[config.mk]
export PLATFORM = sky130hd
export DESIGN_NAME = obc_front_flat
export DESIGN_NICKNAME = d
export VERILOG_FILES = /design/src/hw/rtl/obc_pkg.sv /design/src/hw/rtl/obc_if.sv /design/src/hw/rtl/obc_front.sv /design/src/flat_wrapper.sv
export SDC_FILE = /design/constraint.sdc
export NUM_CORES = 2
export LEC_CHECK = 0
export BUFFER_PORTS_ARGS = -buffer_cell sky130_fd_sc_hd__buf_2
export CORE_MARGIN = 2
export CORE_UTILIZATION = 35
export CTS_BUF_LIST = sky130_fd_sc_hd__clkbuf_8
export DETAILED_ROUTE_END_ITERATION = 16
export PLACE_DENSITY_LB_ADDON = 0.15
export SYNTH_ARGS = -nofsm -noshare
export SYNTH_HDL_FRONTEND = slang
export SYNTH_SLANG_ARGS = --single-unit
[constraint.sdc]
create_clock -name clk -period 8 [get_ports clk]
set_input_delay 0.8 -clock clk [delete_from_list [all_inputs] [get_ports clk]]
set_output_delay 0.8 -clock clk [all_outputs]
set_load 0.005 [all_outputs]
[src/hw/rtl/obc_pkg.sv]
// Shared types and constants for the world bounds clamp.
// No dependencies; every other file refers to this package by scoped names.
package obc_pkg;

    localparam int COORD_W    = 32;
    localparam int MAG_W      = 31;
    localparam int COMP_W     = 18;
    localparam int FRAC_W     = 16;
    localparam int PROD_W     = MAG_W + COMP_W;
    localparam int TERM_W     = PROD_W - FRAC_W;
    localparam int EXT_W      = TERM_W + 2;
    localparam int THRESH_W   = COORD_W + 1;
    localparam int WIDE_W     = 40;
    localparam int AXIS_W     = 2;
    localparam int CFG_IDX_W  = 3;
    localparam int CFG_DATA_W = 32;

    localparam logic signed [COORD_W-1:0] BOUND_MIN_RESET = 32'sd0;
    localparam logic signed [COORD_W-1:0] BOUND_MAX_RESET = 32'sd6553600;

    typedef logic signed [WIDE_W-1:0] wide_t;

    typedef enum logic [AXIS_W-1:0] {
        AXIS_X    = 2'd0,
        AXIS_Y    = 2'd1,
        AXIS_Z    = 2'd2,
        AXIS_NONE = 2'd3
    } axis_t;

    typedef enum logic [CFG_IDX_W-1:0] {
        REG_MIN_X = 3'd0,
        REG_MIN_Y = 3'd1,
        REG_MIN_Z = 3'd2,
        REG_MAX_X = 3'd3,
        REG_MAX_Y = 3'd4,
        REG_MAX_Z = 3'd5,
        REG_SLOP  = 3'd6,
        REG_NONE  = 3'd7
    } cfg_reg_t;

    typedef struct packed {
        logic signed [COORD_W-1:0] min_x;
        logic signed [COORD_W-1:0] min_y;
        logic signed [COORD_W-1:0] min_z;
        logic signed [COORD_W-1:0] max_x;
        logic signed [COORD_W-1:0] max_y;
        logic signed [COORD_W-1:0] max_z;
        logic [MAG_W-1:0]          slop;
    } cfg_t;

    // word from the front stage, through the queue, into the back end
    typedef struct packed {
        logic                       active;
        logic                       sphere;
        logic [MAG_W-1:0]           radius;
        logic [TERM_W-1:0]          term_a;
        logic [TERM_W-1:0]          term_b;
        logic [TERM_W-1:0]          term_c;
        logic signed [COORD_W-1:0]  pos;
        logic signed [COORD_W-1:0]  vel;
        logic signed [COORD_W-1:0]  lo;
        logic signed [COORD_W-1:0]  hi;
        logic signed [THRESH_W-1:0] thresh;
    } front_word_t;

    // word between the lower and upper correction stages
    typedef struct packed {
        logic                      active;
        logic [EXT_W-1:0]          ext;
        wide_t                     pos;
        logic signed [COORD_W-1:0] vel;
        logic signed [COORD_W-1:0] hi;
        logic                      wake;
    } mid_word_t;

endpackage

[src/hw/rtl/obc_if.sv]
// Channel interfaces (valid/ready) for input items and result items.
// Depends on obc_pkg for field widths.
interface obc_item_if;
    logic                               valid;
    logic                               ready;
    logic [obc_pkg::AXIS_W-1:0]         axis_sel;
    logic                               body_static;
    logic                               body_sphere;
    logic [obc_pkg::MAG_W-1:0]          sphere_radius;
    logic [obc_pkg::MAG_W-1:0]          half_ext_a;
    logic [obc_pkg::MAG_W-1:0]          half_ext_b;
    logic [obc_pkg::MAG_W-1:0]          half_ext_c;
    logic signed [obc_pkg::COMP_W-1:0]  axis_comp_a;
    logic signed [obc_pkg::COMP_W-1:0]  axis_comp_b;
    logic signed [obc_pkg::COMP_W-1:0]  axis_comp_c;
    logic signed [obc_pkg::COORD_W-1:0] position;
    logic signed [obc_pkg::COORD_W-1:0] velocity;

    modport source (
        output valid, axis_sel, body_static, body_sphere, sphere_radius,
               half_ext_a, half_ext_b, half_ext_c, axis_comp_a, axis_comp_b,
               axis_comp_c, position, velocity,
        input  ready
    );
    modport sink (
        input  valid, axis_sel, body_static, body_sphere, sphere_radius,
               half_ext_a, half_ext_b, half_ext_c, axis_comp_a, axis_comp_b,
               axis_comp_c, position, velocity,
        output ready
    );
endinterface


[src/hw/rtl/obc_front.sv]
// Front stage: accepts items, picks the axis bounds, forms the box products.
// Depends on obc_pkg and obc_item_if.
module obc_front (
    input  logic                 clk,
    input  logic                 rst_n,
    obc_item_if.sink             item,
    input  obc_pkg::cfg_t        cfg,
    output obc_pkg::front_word_t word,
    output logic                 word_valid,
    input  logic                 word_ready
);

    logic                 valid_reg;
    logic                 valid_next;
    obc_pkg::front_word_t word_reg;
    obc_pkg::front_word_t word_next;
    logic                 take;

    logic [obc_pkg::COMP_W-1:0] mag_a;
    logic [obc_pkg::COMP_W-1:0] mag_b;
    logic [obc_pkg::COMP_W-1:0] mag_c;
    logic [obc_pkg::PROD_W-1:0] prod_a;
    logic [obc_pkg::PROD_W-1:0] prod_b;
    logic [obc_pkg::PROD_W-1:0] prod_c;

    assign item.ready = !valid_reg || word_ready;
    assign take       = item.valid && item.ready;

    // -2.0 negates to the 18-bit pattern of +2.0 read unsigned
    assign mag_a  = item.axis_comp_a[obc_pkg::COMP_W-1] ? (~item.axis_comp_a + 1'b1)
                                                        : item.axis_comp_a;
    assign mag_b  = item.axis_comp_b[obc_pkg::COMP_W-1] ? (~item.axis_comp_b + 1'b1)
                                                        : item.axis_comp_b;
    assign mag_c  = item.axis_comp_c[obc_pkg::COMP_W-1] ? (~item.axis_comp_c + 1'b1)
                                                        : item.axis_comp_c;
    assign prod_a = item.half_ext_a * mag_a;
    assign prod_b = item.half_ext_b * mag_b;
    assign prod_c = item.half_ext_c * mag_c;

    always_comb
    begin
        word_next        = word_reg;
        word_next.sphere = item.body_sphere;
        word_next.radius = item.sphere_radius;
        word_next.term_a = prod_a[obc_pkg::PROD_W-1:obc_pkg::FRAC_W];
        word_next.term_b = prod_b[obc_pkg::PROD_W-1:obc_pkg::FRAC_W];
        word_next.term_c = prod_c[obc_pkg::PROD_W-1:obc_pkg::FRAC_W];
        word_next.pos    = item.position;
        word_next.vel    = item.velocity;
        word_next.active = !item.body_static;
        case (obc_pkg::axis_t'(item.axis_sel))
            obc_pkg::AXIS_X:
            begin
                word_next.lo = cfg.min_x;
                word_next.hi = cfg.max_x;
            end
            obc_pkg::AXIS_Y:
            begin
                word_next.lo = cfg.min_y;
                word_next.hi = cfg.max_y;
            end
            obc_pkg::AXIS_Z:
            begin
                word_next.lo = cfg.min_z;
                word_next.hi = cfg.max_z;
            end
            default:
            begin
                word_next.lo     = cfg.min_x;
                word_next.hi     = cfg.max_x;
                word_next.active = 1'b0;
            end
        endcase
        // slop widens the lower threshold on Y only
        if (obc_pkg::axis_t'(item.axis_sel) == obc_pkg::AXIS_Y)
        begin
            word_next.thresh = {word_next.lo[obc_pkg::COORD_W-1], word_next.lo}
                             - {2'b00, cfg.slop};
        end
        else
        begin
            word_next.thresh = {word_next.lo[obc_pkg::COORD_W-1], word_next.lo};
        end
    end

    always_comb
    begin
        valid_next = valid_reg;
        if (take)
        begin
            valid_next = 1'b1;
        end
        else if (word_ready)
        begin
            valid_next = 1'b0;
        end
    end

    always_ff @(posedge clk or negedge rst_n)
    begin
        if (!rst_n)
        begin
            valid_reg <= 1'b0;
        end
        else
        begin
            valid_reg <= valid_next;
        end
    end

    always_ff @(posedge clk)
    begin
        if (take)
        begin
            word_reg <= word_next;
        end
    end

    assign word       = word_reg;
    assign word_valid = valid_reg;

endmodule

[src/flat_wrapper.sv]
// flat-port wrapper written by rule: the top's interface ports become plain ports
module obc_front_flat 
  (clk, rst_n, cfg, word, word_valid, word_ready, item_valid, item_axis_sel, item_body_static, item_body_sphere, item_sphere_radius, item_half_ext_a, item_half_ext_b, item_half_ext_c, item_axis_comp_a, item_axis_comp_b, item_axis_comp_c, item_position, item_velocity, item_ready);
  obc_item_if item_i ();
  input  logic clk;
  input  logic rst_n;
  input  obc_pkg::cfg_t cfg;
  output obc_pkg::front_word_t word;
  output logic word_valid;
  input  logic word_ready;
  input wire logic [$bits(item_i.valid)-1:0] item_valid;
  input wire logic [$bits(item_i.axis_sel)-1:0] item_axis_sel;
  input wire logic [$bits(item_i.body_static)-1:0] item_body_static;
  input wire logic [$bits(item_i.body_sphere)-1:0] item_body_sphere;
  input wire logic [$bits(item_i.sphere_radius)-1:0] item_sphere_radius;
  input wire logic [$bits(item_i.half_ext_a)-1:0] item_half_ext_a;
  input wire logic [$bits(item_i.half_ext_b)-1:0] item_half_ext_b;
  input wire logic [$bits(item_i.half_ext_c)-1:0] item_half_ext_c;
  input wire logic [$bits(item_i.axis_comp_a)-1:0] item_axis_comp_a;
  input wire logic [$bits(item_i.axis_comp_b)-1:0] item_axis_comp_b;
  input wire logic [$bits(item_i.axis_comp_c)-1:0] item_axis_comp_c;
  input wire logic [$bits(item_i.position)-1:0] item_position;
  input wire logic [$bits(item_i.velocity)-1:0] item_velocity;
  output wire logic [$bits(item_i.ready)-1:0] item_ready;
  assign item_i.valid = item_valid;
  assign item_i.axis_sel = item_axis_sel;
  assign item_i.body_static = item_body_static;
  assign item_i.body_sphere = item_body_sphere;
  assign item_i.sphere_radius = item_sphere_radius;
  assign item_i.half_ext_a = item_half_ext_a;
  assign item_i.half_ext_b = item_half_ext_b;
  assign item_i.half_ext_c = item_half_ext_c;
  assign item_i.axis_comp_a = item_axis_comp_a;
  assign item_i.axis_comp_b = item_axis_comp_b;
  assign item_i.axis_comp_c = item_axis_comp_c;
  assign item_i.position = item_position;
  assign item_i.velocity = item_velocity;
  assign item_ready = item_i.ready;
  obc_front u_core (.clk(clk), .rst_n(rst_n), .item(item_i), .cfg(cfg), .word(word), .word_valid(word_valid), .word_ready(word_ready));
endmodule
==> After elaboration in Yosys (flattened, before gate mapping) <==
Cells that the tools add are included.
{ "word_totals": {"wordCells": 38, "reg_bits": 294, "output_inout_bits": 295, "in_bits": 473} }
{ "op_classes": {"n_reduce_logical": 7, "n_mux": 7, "multipliers": 3, "add_sub_neg": 4, "bitwise": 3, "eq_ne": 2} }
{ "ops": {"columns": ["operator", "n"], "rows": [
  ["$mul 31x18->49", 3],
  ["$pmux 64 s2", 1],
  ["$add 18x1->18 const B", 3],
  ["$mux 18", 3],
  ["$not 18->18", 3],
  ["$mux 33", 1],
  ["$sub 32x32->33", 1],
  ["$reduce_or 3->1", 1],
  ["$eq 2x1->1 const B", 1],
  ["$eq 2x2->1 const B", 1],
  ["$logic_not 1->1", 2],
  ["$logic_not 2->1", 1],
  ["$mux 1", 2],
  ["$reduce_bool 2->1", 1],
  ["$logic_and 1x1->1", 1],
  ["$logic_or 1x1->1", 1]
]} }

==> Logic depth before layout (Yosys ltp) <==
{ "logic_depth": {"word_depth": 4, "depth_mapped": 33, "mapped_depth_nobuf": 30} }

==> Least setup slack after synthesis <==
Ideal clock, no wire load.
{ "synth_timing": {"path_kind": "input to register", "from": "in word_ready", "to": "reg u_core.word_reg, in the netlist u_core.word[0], enable pin", "arrival_ns": 7.619, "required_ns": 7.307, "slack_ns": -0.312, "stages": 2, "n_path_buf": 0, "setup_ns": 0.693, "cell_sequence": "nand2b_1 -> and2_1"} }
{ "synth_between": {"elab_chain_cells": 2} }
{ "synth_rtl": {"columns": ["item", "line", "source"], "rows": [
  ["from (decl)", "flat_wrapper.sv:10", "input logic word_ready;"],
  ["$logic_or 1x1->1", "obc_front.sv:26", "assign item.ready = !valid_reg || word_ready;"],
  ["$logic_and 1x1->1", "obc_front.sv:27", "assign take = item.valid && item.ready;"],
  ["net u_core.take", "obc_front.sv:17", "logic take;"],
  ["to (signal assigned)", "obc_front.sv:115", "word_reg <= word_next;"],
  ["to (decl)", "obc_front.sv:15", "obc_pkg::front_word_t word_reg;"]
]} }
The timed path passes the listed nets, and every way through them passes these cells.
A chain may end at the register's enable or synchronous reset.

==> Worst setup path after layout <==
{ "layout_timing": {"from": "in item_axis_comp_a[9]", "to": "reg u_core.word_reg, in the netlist u_core.word[254] (data pin)"} }
{ "layout_between": {"elab_chain_cells": 4} }
{ "layout_rtl": {"columns": ["item", "line", "source"], "rows": [
  ["from (decl)", "flat_wrapper.sv:19", "input wire logic [$bits(item_i.axis_comp_a)-1:0] item_axis_comp_a;"],
  ["$not 18->18", "obc_front.sv:30", "assign mag_a = item.axis_comp_a[obc_pkg::COMP_W-1] ? (~item.axis_comp_a + 1'b1)"],
  ["$add 18x1->18", "obc_front.sv:30", null],
  ["$mux 18 *", "obc_front.sv:30", null],
  ["$mul 31x18->49 *", "obc_front.sv:36", "assign prod_a = item.half_ext_a * mag_a;"],
  ["net u_core.prod_a, one bit", "obc_front.sv:22", "logic [obc_pkg::PROD_W-1:0] prod_a;"]
]} }
Mark *: on every way through the listed nets, which the timed path passes. The rest lies on a longest branch.

==> flow_summary_export.csv <==
group,metric,value,unit
routing,drt.antenna.violating_nets,0,
die,coreArea,181000,um^2
timing,period_share,99.8,%
timing,skew,61.8,ps
die,rows,156,
die,dieArea,186000,um^2
global_routing,grt_pass1_wl,314,mm
global_routing,grt_pass1_vias,53564,
routing,wl_per_cell,19.4,um
clocking,clk_path_buf_depth,3,
die,pin_count,768,
logic_synthesis,synth_top_area_cell,"fa_1",
logic_synthesis,ys.flop_type,"edfxtp_1",
logic_synthesis,syn_inst,6927,
placement,globalplace.congestion,0.871,
global_routing,grt_overflow_total,0,
layout,syn2layout_area_growth,20.6,%
outcome,outcome,"complete, no violations",
setup_path,startpoint_type,"input port",
logic_synthesis,yosys-top-cells-area,"fa_1, edfxtp_1, inv_1",
placement,dpl.hpwl,168,mm
setup_path,crit_path_frequent_cell,"fa_1",
layout,final-seq-area,8820,um^2
setup_path,cp-end-kind,"flip-flop",
logic_synthesis,syn_area_per_cell,9.24,um^2
logic_synthesis,yosysUniqueCellTypes,76,
routing,drtIter0Drc,2220,
placement,io_buffer_count,767,
clocking,htreeDepth,2,
setup_path,reg2reg_slack,5710,ps
die,die_h,432,um
timing,relSlewSlack,21.5,%
timing,min_period,7980,ps
logic_synthesis,yosys_register_bits,294,
die,die_w,432,um
setup_path,required,8460,ps
timing,slew_viol_final,0,
setup_path,reg2reg_depth,3,
setup_path,timing.rr.end,"u_core.word[242]$_DFFE_PP_",
clocking,clkSlewWorstSetupHoldPaths,70,ps
hold_path,hp-class,"in2reg",
routing,finalWirelength,202,mm
layout,drive_gt1_share,20.8,%
global_routing,grt_max_degree,156,
logic_synthesis,synth-adder-area-share,51.2,%
clocking,root_buffer,"clkbuf_8",
logic_synthesis,synth_top_family_by_area,"adder cells",
timing,setup_viol,0,
timing,tightest_slew,1170,ps
die,initial_utilization,35.3,%
logic_synthesis,synth_edf_count,293,
timing,max_freq,125,MHz
clocking,cts.sinks,294,
layout,nFillCells,18212,
logic_synthesis,yosys.area_share.simple,14.4,%
setup_path,cp_slowest_stage_delay,580,ps
setup_path,arrival,8440,ps
logic_synthesis,synthXorXnorAreaFrac,2.27,%
logic_synthesis,synthesis.area,64000,um^2
logic_synthesis,synth_warnings,0,
logic_synthesis,syn_nets,9184,
logic_synthesis,synth.area.mux_share,0.489,%
logic_synthesis,synth_top_area_share,43.4,%
routing,via_count,49343,
routing,dr.pass1.iters,5,
logic_synthesis,ys_seq_area_share,13.8,%
layout,nets,10269,
run,maxCapViolCount,0,
routing,drcViolationCount,0,
setup_path,cp_slowest_cell,"or4_4",
clocking,cts_tree,"yes",
layout,largest_reg_flops,293,
setup_path,crit_fanout,4,
layout,multiInputGateArea,48300,um^2
timing,rsz0062_at_grt,"true",
routing,avgViaCountPerCell,4.73,
setup_path,worstSetupEndpoint,"u_core.word[254]$_DFFE_PP_",
logic_synthesis,synth_compound_area_share,5.54,%
timing,finalHoldViolCount,0,
setup_path,worstSetupPathType,"in2reg",
clocking,insertion_delay,810,ps
global_routing,grt_usage,22.0,%
clocking,cts_buffers,58,
hold_path,hp-start,"item_sphere_radius[4]",
setup_path,startpoint,"item_axis_comp_a[9]",
timing,setup_tns,0,ps
logic_synthesis,async_flop_share,0.340,%
setup_path,r2r-start,"u_core.word_valid$_DFFE_PN0P_",
global_routing,antenna_found_initial,19,
cell usage after synthesis (27+ instances only):
library cell / number
nand2_1: 1308
edfxtp_1: 293
nand2b_1: 27
a21o_1: 80
and2_1: 485
buf_1: 53
fa_1: 1387
ha_1: 397
inv_1: 1746
nor2_1: 54
xnor2_1: 108
nand3_1: 27
a22oi_1: 65
a21oi_1: 104
xor2_1: 58
o21ai_0: 126
clkbuf_1: 307
metal layers:
metal / track usage, % / part of all wire [%] / routed length (um) / vias up
li1: - / - / - / 22609
met1: 28.1 / 42 / 85000 / 25370
met2: 38.2 / 50 / 101000 / 1113
met3: 2.76 / 4.4 / 8860 / 245
met4: 7.66 / 3.8 / 7770 / 6
met5: 0 / 0.021 / 42 / -
kinds of logic after synthesis:
logic type | after synthesis
AOI/OAI and AO/OA | 534
xor gates and xnor gates | 166
adders and majority gates | 1784
buffers and inverters | 2108
DFF | 294
muxes | 28
and+or+nand+nor | 2013
placed cells by master (no fill, tap or decap), types with 58 or more instances in the layout:
cell type  instances
inv_1           1748
fa_1            1378
nand2_1         1304
buf_2            768
buf_4            558
and2_1           479
ha_1             383
edfxtp_1         293
o21ai_0          107
a21oi_1           94
a21o_1            80
xnor2_1           70
a22oi_1           65
clkbuf_8          58
worst max-delay path, delay by kind of cell:
kind / cells / cell delay [ps]
adders and majority gates: 7 / 3250
and+or+nand+nor: 5 / 1320
buffers and inverters: 5 / 530
AOI/OAI and AO/OA: 9 / 2330
xor gates and xnor gates: 1 / 200
cell type report:
type                       count  share of cell area (%)
tap                         2370                    3.84
sequential                   294                    11.4
antenna                        9                  0.0292
clock buffer                  58                    1.04
clock inverter                52                   0.587
inverter                    1746                    8.50
timing repair buffer        1387                    11.9
multi-input combinational   4525                    62.7
metrics by stage:
| stage | cells | worst slack [ps] | hold slack (ps) | cell area, um^2 | util (%) |
|---|---|---|---|---|---|
| after global placement | 10293 | -941 | 576 | 74900 | 41.4 |
| after floorplan | 6927 | -7.54 | 504 | 64100 | - |
| after CTS | 10405 | 14.5 | 48.3 | 76200 | 42.1 |
| after global routing | 10439 | -135 | 88.1 | 77100 | 42.6 |
| final | 10441 | 19.4 | 163 | 77100 | 42.6 |
| after detailed placement | 10293 | -1100 | 576 | 74900 | 41.4 |
worst min-delay path by stage:
stage	to	slack (ps)	cells after the start
detailed placement	u_core.word_valid$_DFFE_PN0P_	580	1
global placement	u_core.word_valid$_DFFE_PN0P_	580	1
finish	u_core.word[264]$_DFFE_PP_	160	1
floorplan	u_core.word_valid$_DFFE_PN0P_	500	0
CTS	u_core.word[106]$_DFFE_PP_	50	1
global route	u_core.word[127]$_DFFE_PP_	90	1
timing repair:
item | CTS | global route
cloned | 0 | 2
pin swaps | 2 | 86
hold buffers | 1 | 0
hold endpoints to repair | 1 | 0
setup endpoints to repair | 11 | 49
resized for setup | 6 | 132
buffers inserted | 1 | 28
Power is left out: the tool's default activity adds up to more than one toggle a clock period on the data nets, which glitch-free logic cannot reach.
