<file path="src/hw/rtl/obc_pkg.sv">
// Shared types and constants for the world bounds clamp.
// No dependencies; every other file refers to this package by scoped names.
package obc_pkg;

    localparam int COORD_W    = 32;
    localparam int MAG_W      = 31;
    localparam int COMP_W     = 18;
    localparam int FRAC_W     = 16;
    localparam int PROD_W     = MAG_W + COMP_W;
    localparam int TERM_W     = PROD_W - FRAC_W;
    localparam int EXT_W      = TERM_W + 2;
    localparam int THRESH_W   = COORD_W + 1;
    localparam int WIDE_W     = 40;
    localparam int AXIS_W     = 2;
    localparam int CFG_IDX_W  = 3;
    localparam int CFG_DATA_W = 32;

    localparam logic signed [COORD_W-1:0] BOUND_MIN_RESET = 32'sd0;
    localparam logic signed [COORD_W-1:0] BOUND_MAX_RESET = 32'sd6553600;

    typedef logic signed [WIDE_W-1:0] wide_t;

    typedef enum logic [AXIS_W-1:0] {
        AXIS_X    = 2'd0,
        AXIS_Y    = 2'd1,
        AXIS_Z    = 2'd2,
        AXIS_NONE = 2'd3
    } axis_t;

    typedef enum logic [CFG_IDX_W-1:0] {
        REG_MIN_X = 3'd0,
        REG_MIN_Y = 3'd1,
        REG_MIN_Z = 3'd2,
        REG_MAX_X = 3'd3,
        REG_MAX_Y = 3'd4,
        REG_MAX_Z = 3'd5,
        REG_SLOP  = 3'd6,
        REG_NONE  = 3'd7
    } cfg_reg_t;

    typedef struct packed {
        logic signed [COORD_W-1:0] min_x;
        logic signed [COORD_W-1:0] min_y;
        logic signed [COORD_W-1:0] min_z;
        logic signed [COORD_W-1:0] max_x;
        logic signed [COORD_W-1:0] max_y;
        logic signed [COORD_W-1:0] max_z;
        logic [MAG_W-1:0]          slop;
    } cfg_t;

    // word from the front stage, through the queue, into the back end
    typedef struct packed {
        logic                       active;
        logic                       sphere;
        logic [MAG_W-1:0]           radius;
        logic [TERM_W-1:0]          term_a;
        logic [TERM_W-1:0]          term_b;
        logic [TERM_W-1:0]          term_c;
        logic signed [COORD_W-1:0]  pos;
        logic signed [COORD_W-1:0]  vel;
        logic signed [COORD_W-1:0]  lo;
        logic signed [COORD_W-1:0]  hi;
        logic signed [THRESH_W-1:0] thresh;
    } front_word_t;

    // word between the lower and upper correction stages
    typedef struct packed {
        logic                      active;
        logic [EXT_W-1:0]          ext;
        wide_t                     pos;
        logic signed [COORD_W-1:0] vel;
        logic signed [COORD_W-1:0] hi;
        logic                      wake;
    } mid_word_t;

endpackage

</file>
<file path="src/hw/rtl/obc_queue.sv">
// Two-word queue between the front stage and the back end.
// Depends on obc_pkg.
module obc_queue (
    input  logic                 clk,
    input  logic                 rst_n,
    input  obc_pkg::front_word_t push_word,
    input  logic                 push_valid,
    output logic                 push_ready,
    output obc_pkg::front_word_t pop_word,
    output logic                 pop_valid,
    input  logic                 pop_ready
);

    localparam int DEPTH = 2;

    obc_pkg::front_word_t mem [DEPTH];
    logic       wr_ptr_reg;
    logic       wr_ptr_next;
    logic       rd_ptr_reg;
    logic       rd_ptr_next;
    logic [1:0] count_reg;
    logic [1:0] count_next;
    logic       push;
    logic       pop;

    assign push_ready = (count_reg != 2'(DEPTH));
    assign pop_valid  = (count_reg != 2'd0);
    assign push       = push_valid && push_ready;
    assign pop        = pop_valid && pop_ready;
    assign pop_word   = mem[rd_ptr_reg];

    always_comb
    begin
        wr_ptr_next = push ? !wr_ptr_reg : wr_ptr_reg;
        rd_ptr_next = pop ? !rd_ptr_reg : rd_ptr_reg;
        count_next  = count_reg + 2'(push) - 2'(pop);
    end

    always_ff @(posedge clk or negedge rst_n)
    begin
        if (!rst_n)
        begin
            wr_ptr_reg <= 1'b0;
            rd_ptr_reg <= 1'b0;
            count_reg  <= 2'd0;
        end
        else
        begin
            wr_ptr_reg <= wr_ptr_next;
            rd_ptr_reg <= rd_ptr_next;
            count_reg  <= count_next;
        end
    end

    always_ff @(posedge clk)
    begin
        if (push)
        begin
            mem[wr_ptr_reg] <= push_word;
        end
    end

endmodule

</file>
<file path="config.mk">
export PLATFORM = sky130hd
export DESIGN_NAME = obc_queue
export DESIGN_NICKNAME = d
export VERILOG_FILES = /design/src/hw/rtl/obc_pkg.sv /design/src/hw/rtl/obc_queue.sv
export SDC_FILE = /design/constraint.sdc
export NUM_CORES = 1
export LEC_CHECK = 0
export ABC_AREA = 1
export ABC_CLOCK_PERIOD_IN_PS = 15700
export BUFFER_PORTS_ARGS = -buffer_cell sky130_fd_sc_hd__buf_2
export CAP_MARGIN = 25
export CORE_ASPECT_RATIO = 0.5
export CORE_UTILIZATION = 52
export CTS_BUF_LIST = sky130_fd_sc_hd__clkbuf_16
export DETAILED_ROUTE_END_ITERATION = 16
export HOLD_SLACK_MARGIN = 0.1
export PLACE_DENSITY = 0.79
export SYNTH_ARGS = -nofsm -noshare
export SYNTH_HDL_FRONTEND = slang
export SYNTH_SLANG_ARGS = --single-unit
</file>
<file path="constraint.sdc">
create_clock -name clk -period 15.7 [get_ports clk]
set_input_delay 1.57 -clock clk [delete_from_list [all_inputs] [get_ports clk]]
set_output_delay 1.57 -clock clk [all_outputs]
set_load 0.1 [all_outputs]
</file>
After elaboration in Yosys (flattened, before gate mapping)
Memories as Yosys holds them, arrays and structs flattened.
Index checks and enable logic that the tools add are counted.
{"block": "totals", "ramBits": 586, "inputBits": 297, "memories": 1, "reg_bits": 4, "output_inout_bits": 295}
{"block": "classes", "eq_ne": 1, "reduce_logical": 5, "addsub": 2, "muxes": 2}
{"memory": "mem", "depth": 2, "width": 293, "rd": 1, "rd_ports_with_merged_regs": 0, "wr": 1, "line": "obc_queue.sv:16", "rtl": "obc_pkg::front_word_t mem [DEPTH];"}
{"op": "2-bit by 1-bit adder with 2-bit output", "n": 1}
{"op": "1-bit logical AND", "n": 2}
{"op": "1-bit logical NOT", "n": 2}
{"op": "1-bit 2-to-1 mux", "n": 2}
{"op": "2-bit != test, second input constant", "n": 1}
{"op": "2-bit nonzero test", "n": 1}
{"op": "2-bit by 1-bit subtractor with 2-bit output", "n": 1}

Longest topological paths before layout
Gate-level depths: netlist of run 1.
{"block": "depth", "word_depth": 4, "mapped_depth": 12}

Worst setup path after synthesis of run 1
OpenSTA, ideal clock, no wires.
{"block": "synth_timing", "path_type": "input to register", "startpoint": "input port push_valid", "endpoint": "memory mem[1][0] (netlist name) (enable)", "arrival_ns": 13.909, "stages": 2, "path_buffers": 0, "setup_ns": 0.956, "setup_slack_ns": 0.835, "cell_sequence": "nand2_1 nor2_1"}
{"block": "synth_via", "elab_chain_cells": 3}
{"element": "start: declaration", "line": "obc_queue.sv:7", "rtl": "input logic push_valid,"}
{"element": "1-bit logical AND", "line": "obc_queue.sv:28", "rtl": "assign push = push_valid && push_ready;"}
{"element": "1-bit 2-to-1 mux", "line": "obc_queue.sv:57", "rtl": "if (push)"}
{"element": "1-bit 2-to-1 mux (not written as such)", "line": "obc_queue.sv:59", "rtl": "mem[wr_ptr_reg] <= push_word;"}
{"element": "end: declaration", "line": "obc_queue.sv:16"}
No other way between the ends.

==> results of run 1 <==
routing by layer:
metal / vias up / wire length, µm
met5: - / 35
met4: 6 / 2710
met3: 185 / 3670
met2: 597 / 28400
met1: 6774 / 19600
li1: 6478 / -
area by class of cell:
cell class              instances  area (µm²)  area share, %
diodes                         20        50.0          0.189
clock buffers                  51        1280           4.82
clock inverters                35         226          0.856
inverters                       8        37.5          0.142
multi-input cells             899        3410           12.9
flip-flops and latches        590       17700           66.9
well taps                     540         676           2.55
repair buffers                601        3080           11.6
logic make-up (layout without fill, tap and decap cells):
family | after synthesis | count (layout) | synth area share (%)
buf+inv | 73 | 695 | 2.09
other cells | 0 | 20 | 0
compound gates | 2 | 2 | 0.0464
flops | 590 | 590 | 82.2
fa+ha+maj | 1 | 1 | 0.0581
simple gates | 895 | 895 | 15.6
xor+xnor | 1 | 1 | 0.0407
worst max-delay path by stage:
stage | to | slack, ns | start | depth (start not counted)
finish | pop_word[193] | 10.05 | rd_ptr_reg | 6
global placement | pop_word[147] | 10.59 | rd_ptr_reg | 5
floorplan | mem[1][0] | 0.83 | push_valid | 2
detailed placement | pop_word[196] | 10.67 | rd_ptr_reg | 6
CTS | pop_word[153] | 10.05 | rd_ptr_reg | 6
global route | pop_word[198] | 9.87 | rd_ptr_reg | 6
cells in the mapped netlist:
library cell  count  area share, %
clkbuf_1          1          0.017
inv_1             7           0.12
o21ai_0           1          0.023
inv_4             1          0.029
ha_1              1          0.058
a21oi_1           1          0.023
xor2_1            1          0.041
buf_2            31           0.72
nand2_1         888             15
edfxtp_1        586             82
dfrtp_1           4           0.46
buf_4            30            1.0
buf_6             3           0.16
nand3_1           2          0.046
nor2_1            5          0.087
through the flow:
stage	instances	cell area (µm²)	hold slack, ns	setup WS, ns	util, %
CTS	2724	26400	0.553	10.05	65.0
global route	2741	26400	0.568	9.87	65.1
global placement	2637	24900	0.530	10.59	61.3
finish	2744	26500	0.548	10.05	65.2
floorplan	1562	21500	0.485	0.835	-
detailed placement	2638	24900	0.539	10.67	61.3
placed cells by master, fill, tap and decap left out, types with 5 or more instances in the layout:
| master | n |
|---|---|
| buf_4 | 7 |
| buf_2 | 591 |
| edfxtp_1 | 586 |
| clkinv_1 | 9 |
| nand2_1 | 888 |
| diode_2 | 20 |
| clkbuf_16 | 51 |
| clkinv_2 | 5 |
| inv_1 | 23 |
==> summary.md, run 1 <==
| Metric | Value |
|---|---|
| Hold bufs inserted after CTS | `0` |
| Die H | `146 µm` |
| Largest register FFs | `586` |
| DR vias/cell | `5.12` |
| H-tree depth | `2` |
| GRT busiest layer | `met2` |
| Die width | `just under 300 µm` |
| Clock sinks | `590` |
| CP required | `roughly 14 ns` |
| Hold Fails Final Rpt | `0` |
| Worst slew margin | `0.829%` |
| Pins Over Slew Limit | `0` |
| Post-CTS Setup Repair Bufs | `0` |
| Outcome | `complete, no violations` |
| Worst slew pin tran | `~1.5 ns` |
| Post-Syn Instances | `1,562` |
| Worst path bufs/invs | `4` |
| Io pins | `592` |
| Critical Path Sink Type | `primary output` |
| Register bit total from synthesis | `590` |
| Clk Latency, worst-skew pair | `around 0.56 ns` |
| Reg2reg end | `mem[1][59]` |
| FMAX | `around 180 MHz` |
| Critical Path Fanout Max | `approximately 130` |
| Count of input and output buffers | `591` |
| Register area share after synthesis | `82.2%` |
| Crit path max-delay family | `buffers and inverters` |
| Slowest stage cell, crit path | `buf_4` |
| Period utilization | `36.0%` |
| R2R cell count | `5` |
| Synth cell types | `15` |
| Clock-pin slew on the worst setup and hold paths | `about 0.06 ns` |
| Met1 GRT Util | `slightly below 30%` |
| Min-delay worst type | `flip-flop to flip-flop` |
| CTS max path bufs | `3` |
| Initial antenna violation count | `22` |
| GRT Residual Overflow | `0` |
| Via count | `14,000` |
| Starting DRT DRC Count | `1,095` |
| Syn Area/Cell | `around 14 µm²` |
| CP startpoint kind | `flip-flop` |
| Min-Delay Path Depth | `1` |
| Mapped Nets | `~1,900` |
| Core Region | `0.0406 mm²` |
| Most used cell, CP | `nand2_1` |
| Setup_tns | `0 ns` |
| CTS tree | `yes` |
| Post-Syn Area | `0.0215 mm²` |
| M3 GR Usage | `5.79%` |
| DR pass1 iterations | `5` |
| Die footprint | `between 0.04 and 0.05 mm²` |
| Routed len/inst | `19.8 µm` |
| Routed Antenna Nets | `0` |
| GP Congestion | `0.971` |
| Crit path kind | `flip-flop to primary output` |
| Final setup fails | `0` |
| Clock Tree Root | `clkbuf_16` |
| Crit-path max cell delay | `slightly below 0.9 ns` |
| Layout cells sized above 1 | `30.5%` |
| FP Rows | `52` |
| DR DRC count | `0` |
| Worst EP arrival | `4.08 ns` |
| Hold wc startpoint | `count_reg[0]` |
| Final Skew | `roughly 0.014 ns` |
| CTS Buf Count | `49` |
| Post-cts sizing count | `0` |
| First-pass GRT wire length | `78,500 µm` |
| Worst r2r src | `count_reg[1]` |
| Largest net degree at the start of global routing | `roughly 230` |
| Maximum capacitance violations | `0` |
| RSZ-0062 raised after global routing | `no` |
| Ys Warns | `0` |
| Initial Util | `53.1%` |
| Area grow syn2layout | `22.8%` |
| Nets | `2,447` |
| R2R Setup Slk | `12.04 ns` |
| Tmin final | `5.65 ns` |
| GRT Total Usage | `24.8%` |
| Filler cell count | `2,954` |
| Routed Wire Length | `54,400 µm` |
| WHS Endpoint | `count_reg[0]` |
| Worst path cell trace | `inv_8 -> buf_16 -> buf_4 -> nand2_1 -> nand2_1 -> buf_2` |
| Post-DP HPWL | `36,400 µm` |
| GR Layer Usage met2 | `approximately 43%` |
| Number of global-route vias before repair | `13,500` |
Power of run 1 is left out: the tool's default activity adds up to more than one toggle a clock period on the data nets, which glitch-free logic cannot reach.
==> inputs of run 2 (changes only) <==
ABC_CLOCK_PERIOD_IN_PS = 5000   (was 15700)
CORE_UTILIZATION = 47   (was 52)
PLACE_DENSITY = 0.76   (was 0.79)
clock period = 5 ns   (was 15.7 ns; I/O delays follow)
==> run 2 against run 1 <==
Net effect:
- first-iteration DRC count increased by 31%
- via count is 11% higher
- sequential share of layout area is 6.7 points lower
- critical path depth is 1 lower
- core utilization shrank 0.12 points
- critical endpoint is now pop_word[253]
- design area increased by 11%
- register-to-register slack lost 9.4 ns
- count of clock-buffer cells in the layout is 2 higher
- flip-flop and latch count is the same
- clock skew grew 0.00058 ns
==> summary.md, run 2 (same netlist as run 1, synthesis figures left out) <==
| Metric | Value |
|---|---|
| CP required | `4.50 ns (-9.63 ns)` |
| Worst slew margin | `45.5% (+45 points)` |
| CP startpoint kind | `flip-flop` |
| Clk Latency, worst-skew pair | `0.57 ns (about the same)` |
| Hold Fails Final Rpt | `0 (unchanged)` |
| Min-Delay Path Depth | `1 (unchanged)` |
| Worst path bufs/invs | `3 (-1)` |
| GRT busiest layer | `met2` |
| Die footprint | `0.0467 mm² (+11%)` |
| FMAX | `262 MHz` |
| CTS Buf Count | `51 (+4.1%)` |
| Placement Setup Slack | `1.83 ns (-8.84 ns)` |
| Setup_tns | `0 ns (unchanged)` |
| Largest register FFs | `586 (unchanged)` |
| Largest net degree at the start of global routing | `171 (-25%)` |
| Tmin final | `3.81 ns` |
| Period utilization | `76.2%` |
| Outcome | `complete, no violations` |
| Count of input and output buffers | `591 (unchanged)` |
| R2R cell count | `5 (unchanged)` |
| Post-cts sizing count | `0 (unchanged)` |
| M3 GR Usage | `6.17% (+0.38 points)` |
| CTS tree | `yes` |
| Final Skew | `0.0146 ns (+0.000577 ns)` |
| DR DRC count | `0 (unchanged)` |
| GP Congestion | `0.920 (-5.2%)` |
| Initial antenna violation count | `21 (-4.5%)` |
| Worst path cell trace | `inv_8 -> buf_4 -> nand2_1 -> nand2_1 -> buf_2` |
| Area grow syn2layout | `36.5%` |
| Routed Wire Length | `60,600 µm (+11%)` |
| Worst slew pin tran | `0.816 ns (-0.671 ns)` |
| Clock-pin slew on the worst setup and hold paths | `0.07 ns (about the same)` |
| Filler cell count | `3,113 (+5.4%)` |
| Worst EP arrival | `3.31 ns (-0.77 ns)` |
| Dpl cells | `2,701 (+2.4%)` |
| Critical Path Fanout Max | `103 (-22%)` |
| Levels on crit path | `5 (-1)` |
| Layout cells sized above 1 | `27.8% (-2.7 points)` |
| Clock sinks | `590 (unchanged)` |
| Crit path max-delay family | `buffers and inverters` |
| Number of global-route vias before repair | `15,800 (+17%)` |
| DR vias/cell | `5.05 (-1.3%)` |
| Min-delay worst type | `input pin to flip-flop` |
| Most used cell, CP | `nand2_1` |
| Crit path kind | `flip-flop to primary output` |
| Routed Antenna Nets | `0 (unchanged)` |
| Most common cell after layout, fill and taps aside | `nand2_1` |
| Final std cells w/o fill | `3,078 (+12%)` |
| Nets | `2,719 (+11%)` |
| Register area | `0.0177 mm² (about the same)` |
| Core Region | `0.0452 mm² (+11%)` |
| CTS max path bufs | `3 (unchanged)` |
| First-pass GRT wire length | `88,400 µm (+13%)` |
| GRT Total Usage | `25.1% (+0.32 points)` |
| Clock Tree Root | `clkbuf_16` |
| Crit-path max cell delay | `0.75 ns (-0.14 ns)` |
| H-tree depth | `2 (unchanged)` |
| Die width | `305 µm (+5.1%)` |
| GRT Residual Overflow | `0 (unchanged)` |
| Met1 GRT Util | `27.7% (-1.5 points)` |
| Post-DP HPWL | `36,800 µm (+1.1%)` |
| Via count | `15,600 (+11%)` |
| Critical Path Sink Type | `primary output` |
| Fin Hold WS | `0.138 ns (-0.410 ns)` |
| RSZ-0062 raised after global routing | `no` |
| DR pass1 iterations | `8 (+3)` |
| Multi-input gate area | `0.00344 mm² (+0.95%)` |
| Starting DRT DRC Count | `1,431 (+31%)` |
| Final setup fails | `0 (unchanged)` |
| Final worst slack | `1.19 ns (-8.86 ns)` |
| GR Layer Usage met2 | `44.0% (+0.85 points)` |
| FP Rows | `55 (+5.8%)` |
| Slowest stage cell, crit path | `dfrtp_4` |
| Routed len/inst | `19.7 µm (-0.64%)` |
| Most frequent cells in the layout | `nand2_1, buf_2, edfxtp_1` |
| Maximum capacitance violations | `0 (unchanged)` |
| Pins Over Slew Limit | `0 (unchanged)` |
| Initial Util | `47.6% (-5.4 points)` |
| Die H | `153 µm (+5.1%)` |
| Io pins | `592 (unchanged)` |
-- run 2: cell type report --
| cell class | count | share of cell area (%) |
|---|---|---|
| repair buffers | 871 | 19.8 |
| flip-flops and latches | 590 | 60.2 |
| diodes | 20 | 0.170 |
| clock buffers | 53 | 4.51 |
| well taps | 598 | 2.54 |
| multi-input cells | 899 | 11.7 |
| clock inverters | 39 | 0.979 |
| inverters | 8 | 0.128 |
-- run 2: through the flow --
| stage | instance area [µm²] | util (%) |
|---|---|---|
| after CTS | 29300 | 64.9 |
| final | 29400 | 65.0 |
| after global placement | 25100 | 55.5 |
| after floorplan | 21600 | - |
| after detailed placement | 25100 | 55.5 |
| after global routing | 29400 | 65.0 |
-- run 2: final timing paths --
| kind | start | endpoint | slack, ns |
|---|---|---|---|
| worst max-delay path | rd_ptr_reg | pop_word[253] | 1.19 |
| worst max register to register | count_reg[0] | mem[1][190] | 2.63 |
| worst min register to register | count_reg[0] | count_reg[0] | 0.58 |
| min in group asynchronous | rst_n | wr_ptr_reg | 0.27 |
| max in group asynchronous | rst_n | rd_ptr_reg | 4.59 |
| worst min-delay path | push_word[172] | mem[1][172] | 0.14 |
-- run 2: timing repair --
| action | CTS | global route |
|---|---|---|
| endpoints found under the hold margin | 522 | 4 |
| hold buffers | 263 | 2 |
| setup buffers | 0 | 0 |
-- run 2: metal layers --
layer  vias to the layer above  wire, µm
met3                       281      4050
met5                         -        29
met4                         4      3830
li1                       7030         -
met2                       727     31600
met1                      7510     21000
Power of run 2 is left out for the same reason.
==> inputs of run 3 (changes only) <==
ABC_CLOCK_PERIOD_IN_PS = 3400   (was 5000)
clock period = 3.4 ns   (was 5 ns; I/O delays follow)
==> run 3 against run 2 <==
Net effect:
- critical path depth grew 1
- via count grew 3.6%
- global-route usage grew 2.5 points
- setup slack lost 0.98 ns
- sequential share of layout area shrank 5.6 points
- first-iteration DRC count grew 2.3%
- flip-flop and latch count is the same
- largest cell class unchanged
==> summary.md, run 3 (same netlist as run 1, synthesis figures left out) <==
| Metric | Value |
|---|---|
| Outcome | `complete, no violations` |
| CTS max path bufs | `3 (unchanged)` |
| Routed Wire Length | `66,200 µm (+9.2%)` |
| DR vias/cell | `5.15 (+1.9%)` |
| FP Rows | `55 (unchanged)` |
| Min-delay worst type | `input pin to flip-flop` |
| GRT Residual Overflow | `0 (unchanged)` |
| RSZ-0062 raised after global routing | `no` |
| CTS Buf Count | `50 (-2.0%)` |
| Clock Tree Root | `clkbuf_16` |
| Core Region | `0.0452 mm² (unchanged)` |
| Routed len/inst | `21.2 µm (+7.5%)` |
| Die footprint | `0.0467 mm² (unchanged)` |
| Critical Path Fanout Max | `60 (-42%)` |
| Io pins | `592 (unchanged)` |
| Final setup fails | `0 (unchanged)` |
| Critical Path Sink Type | `primary output` |
| Most common cell after layout, fill and taps aside | `nand2_1` |
| Routed Antenna Nets | `0 (unchanged)` |
| Nets | `2,766 (+1.7%)` |
| Die width | `305 µm (unchanged)` |
| Filler cell count | `2,693 (-13%)` |
| Crit path kind | `flip-flop to primary output` |
| Die H | `153 µm (unchanged)` |
| Clk Latency, worst-skew pair | `0.58 ns (about the same)` |
| Starting DRT DRC Count | `1,464 (+2.3%)` |
| Tmin final | `3.19 ns` |
| Via count | `16,100 (+3.6%)` |
| Fin Hold WS | `0.133 ns (-0.00432 ns)` |
| Worst slew margin | `54.9% (+9.4 points)` |
| Hold Fails Final Rpt | `0 (unchanged)` |
| Clock-pin slew on the worst setup and hold paths | `0.06 ns (about the same)` |
| GRT Total Usage | `27.6% (+2.5 points)` |
| DR DRC count | `0 (unchanged)` |
| FMAX | `313 MHz` |
| DP Area | `0.0277 mm² (+10%)` |
| Initial antenna violation count | `18 (-14%)` |
| Worst EP arrival | `2.85 ns (-0.46 ns)` |
| Largest net degree at the start of global routing | `107 (-37%)` |
| CP startpoint kind | `flip-flop` |
| CP required | `3.06 ns (-1.44 ns)` |
| Area grow syn2layout | `50.5%` |
| Maximum capacitance violations | `0 (unchanged)` |
| H-tree depth | `2 (unchanged)` |
| Final Skew | `0.0224 ns (+0.00773 ns)` |
| Initial Util | `47.6% (unchanged)` |
| Number of global-route vias before repair | `16,800 (+6.2%)` |
| Most frequent cells in the layout | `nand2_1, edfxtp_1, buf_2` |
| Largest register FFs | `586 (unchanged)` |
| Period utilization | `93.9%` |
| DR pass1 iterations | `7 (-1)` |
| Clock sinks | `590 (unchanged)` |
| First-pass GRT wire length | `96,600 µm (+9.3%)` |
| Layout cells sized above 1 | `28.2% (+0.43 points)` |
| Count of input and output buffers | `591 (unchanged)` |
| Worst slew pin tran | `0.677 ns (-0.139 ns)` |
| Pins Over Slew Limit | `0 (unchanged)` |
| Design Area, Final | `0.0324 mm² (+10%)` |
| Post-DP HPWL | `40,200 µm (+9.3%)` |
| CTS tree | `yes` |
| GP Congestion | `0.897 (-2.6%)` |
==> run 3: changes by cell type in the layout (fill, tap and decap cells not counted), moves of 3 or more <==
cell,before,now
clkbuf_16,53,50
buf_2,591,436
clkinv_1,14,10
clkinv_2,6,9
buf_12,7,173
bufinv_16,4,10
buf_4,8,14
dlygate4sd3_1,265,295
==> run 3: critical path, cell delays in order (launching register included) <==
cell,delay (ns)
dfrtp_4,0.73
inv_8,0.40
buf_12,0.32
buf_4,0.32
nand2_1,0.10
nand2_1,0.13
buf_12,0.19
==> run 3: area by class of cell <==
class / instances / area, µm² / share of cell area, %
repair buffers: 919 / 8710 / 26.9
flip-flops and latches: 590 / 17700 / 54.6
multi-input cells: 899 / 3440 / 10.6
diodes: 22 / 55.1 / 0.170
well taps: 598 / 748 / 2.31
clock buffers: 50 / 1250 / 3.86
clock inverters: 42 / 465 / 1.44
inverters: 8 / 37.5 / 0.116
==> run 3: routing by layer <==
| layer | up-vias | track usage (%) | share of wire (%) |
|---|---|---|---|
| li1 | 7122 | - | - |
| met1 | 7920 | 29.9 | 34 |
| met2 | 761 | 50.2 | 54 |
| met3 | 299 | 4.78 | 5.1 |
| met4 | 4 | 17.9 | 7.1 |
| met5 | - | 0 | 0.044 |
==> run 3: path summary, 6_finish.rpt <==
path | start | to | slack (ns) | cells after the start
setup / recovery | rd_ptr_reg | pop_word[157] | 0.21 | 6
hold / removal | push_valid | wr_ptr_reg | 0.13 | 3
setup reg to reg | count_reg[1] | mem[0][162] | 1.34 | 4
hold reg to reg | count_reg[0] | count_reg[0] | 0.57 | 1
max in group asynchronous | rst_n | rd_ptr_reg | 3.11 | 2
min in group asynchronous | rst_n | count_reg[1] | 0.14 | 2
==> run 3: timing repair <==
action                     CTS  global route
resized for setup            0             1
hold endpoints to repair   592             0
hold buffers               295             0
setup endpoints to repair    0             2
buffers inserted             0             0
==> run 3: metrics by stage <==
step | utilization, % | std cells | TNS [ns] | worst slack [ns]
after floorplan | - | 1562 | -1220.53 | -2.09
after global placement | 61.2 | 2719 | 0 | 0.713
after detailed placement | 61.2 | 2719 | 0 | 0.730
after CTS | 71.6 | 3106 | 0 | 0.112
after global routing | 71.7 | 3123 | 0 | 0.0403
final | 71.7 | 3128 | 0 | 0.207
Power of run 3 is left out for the same reason.
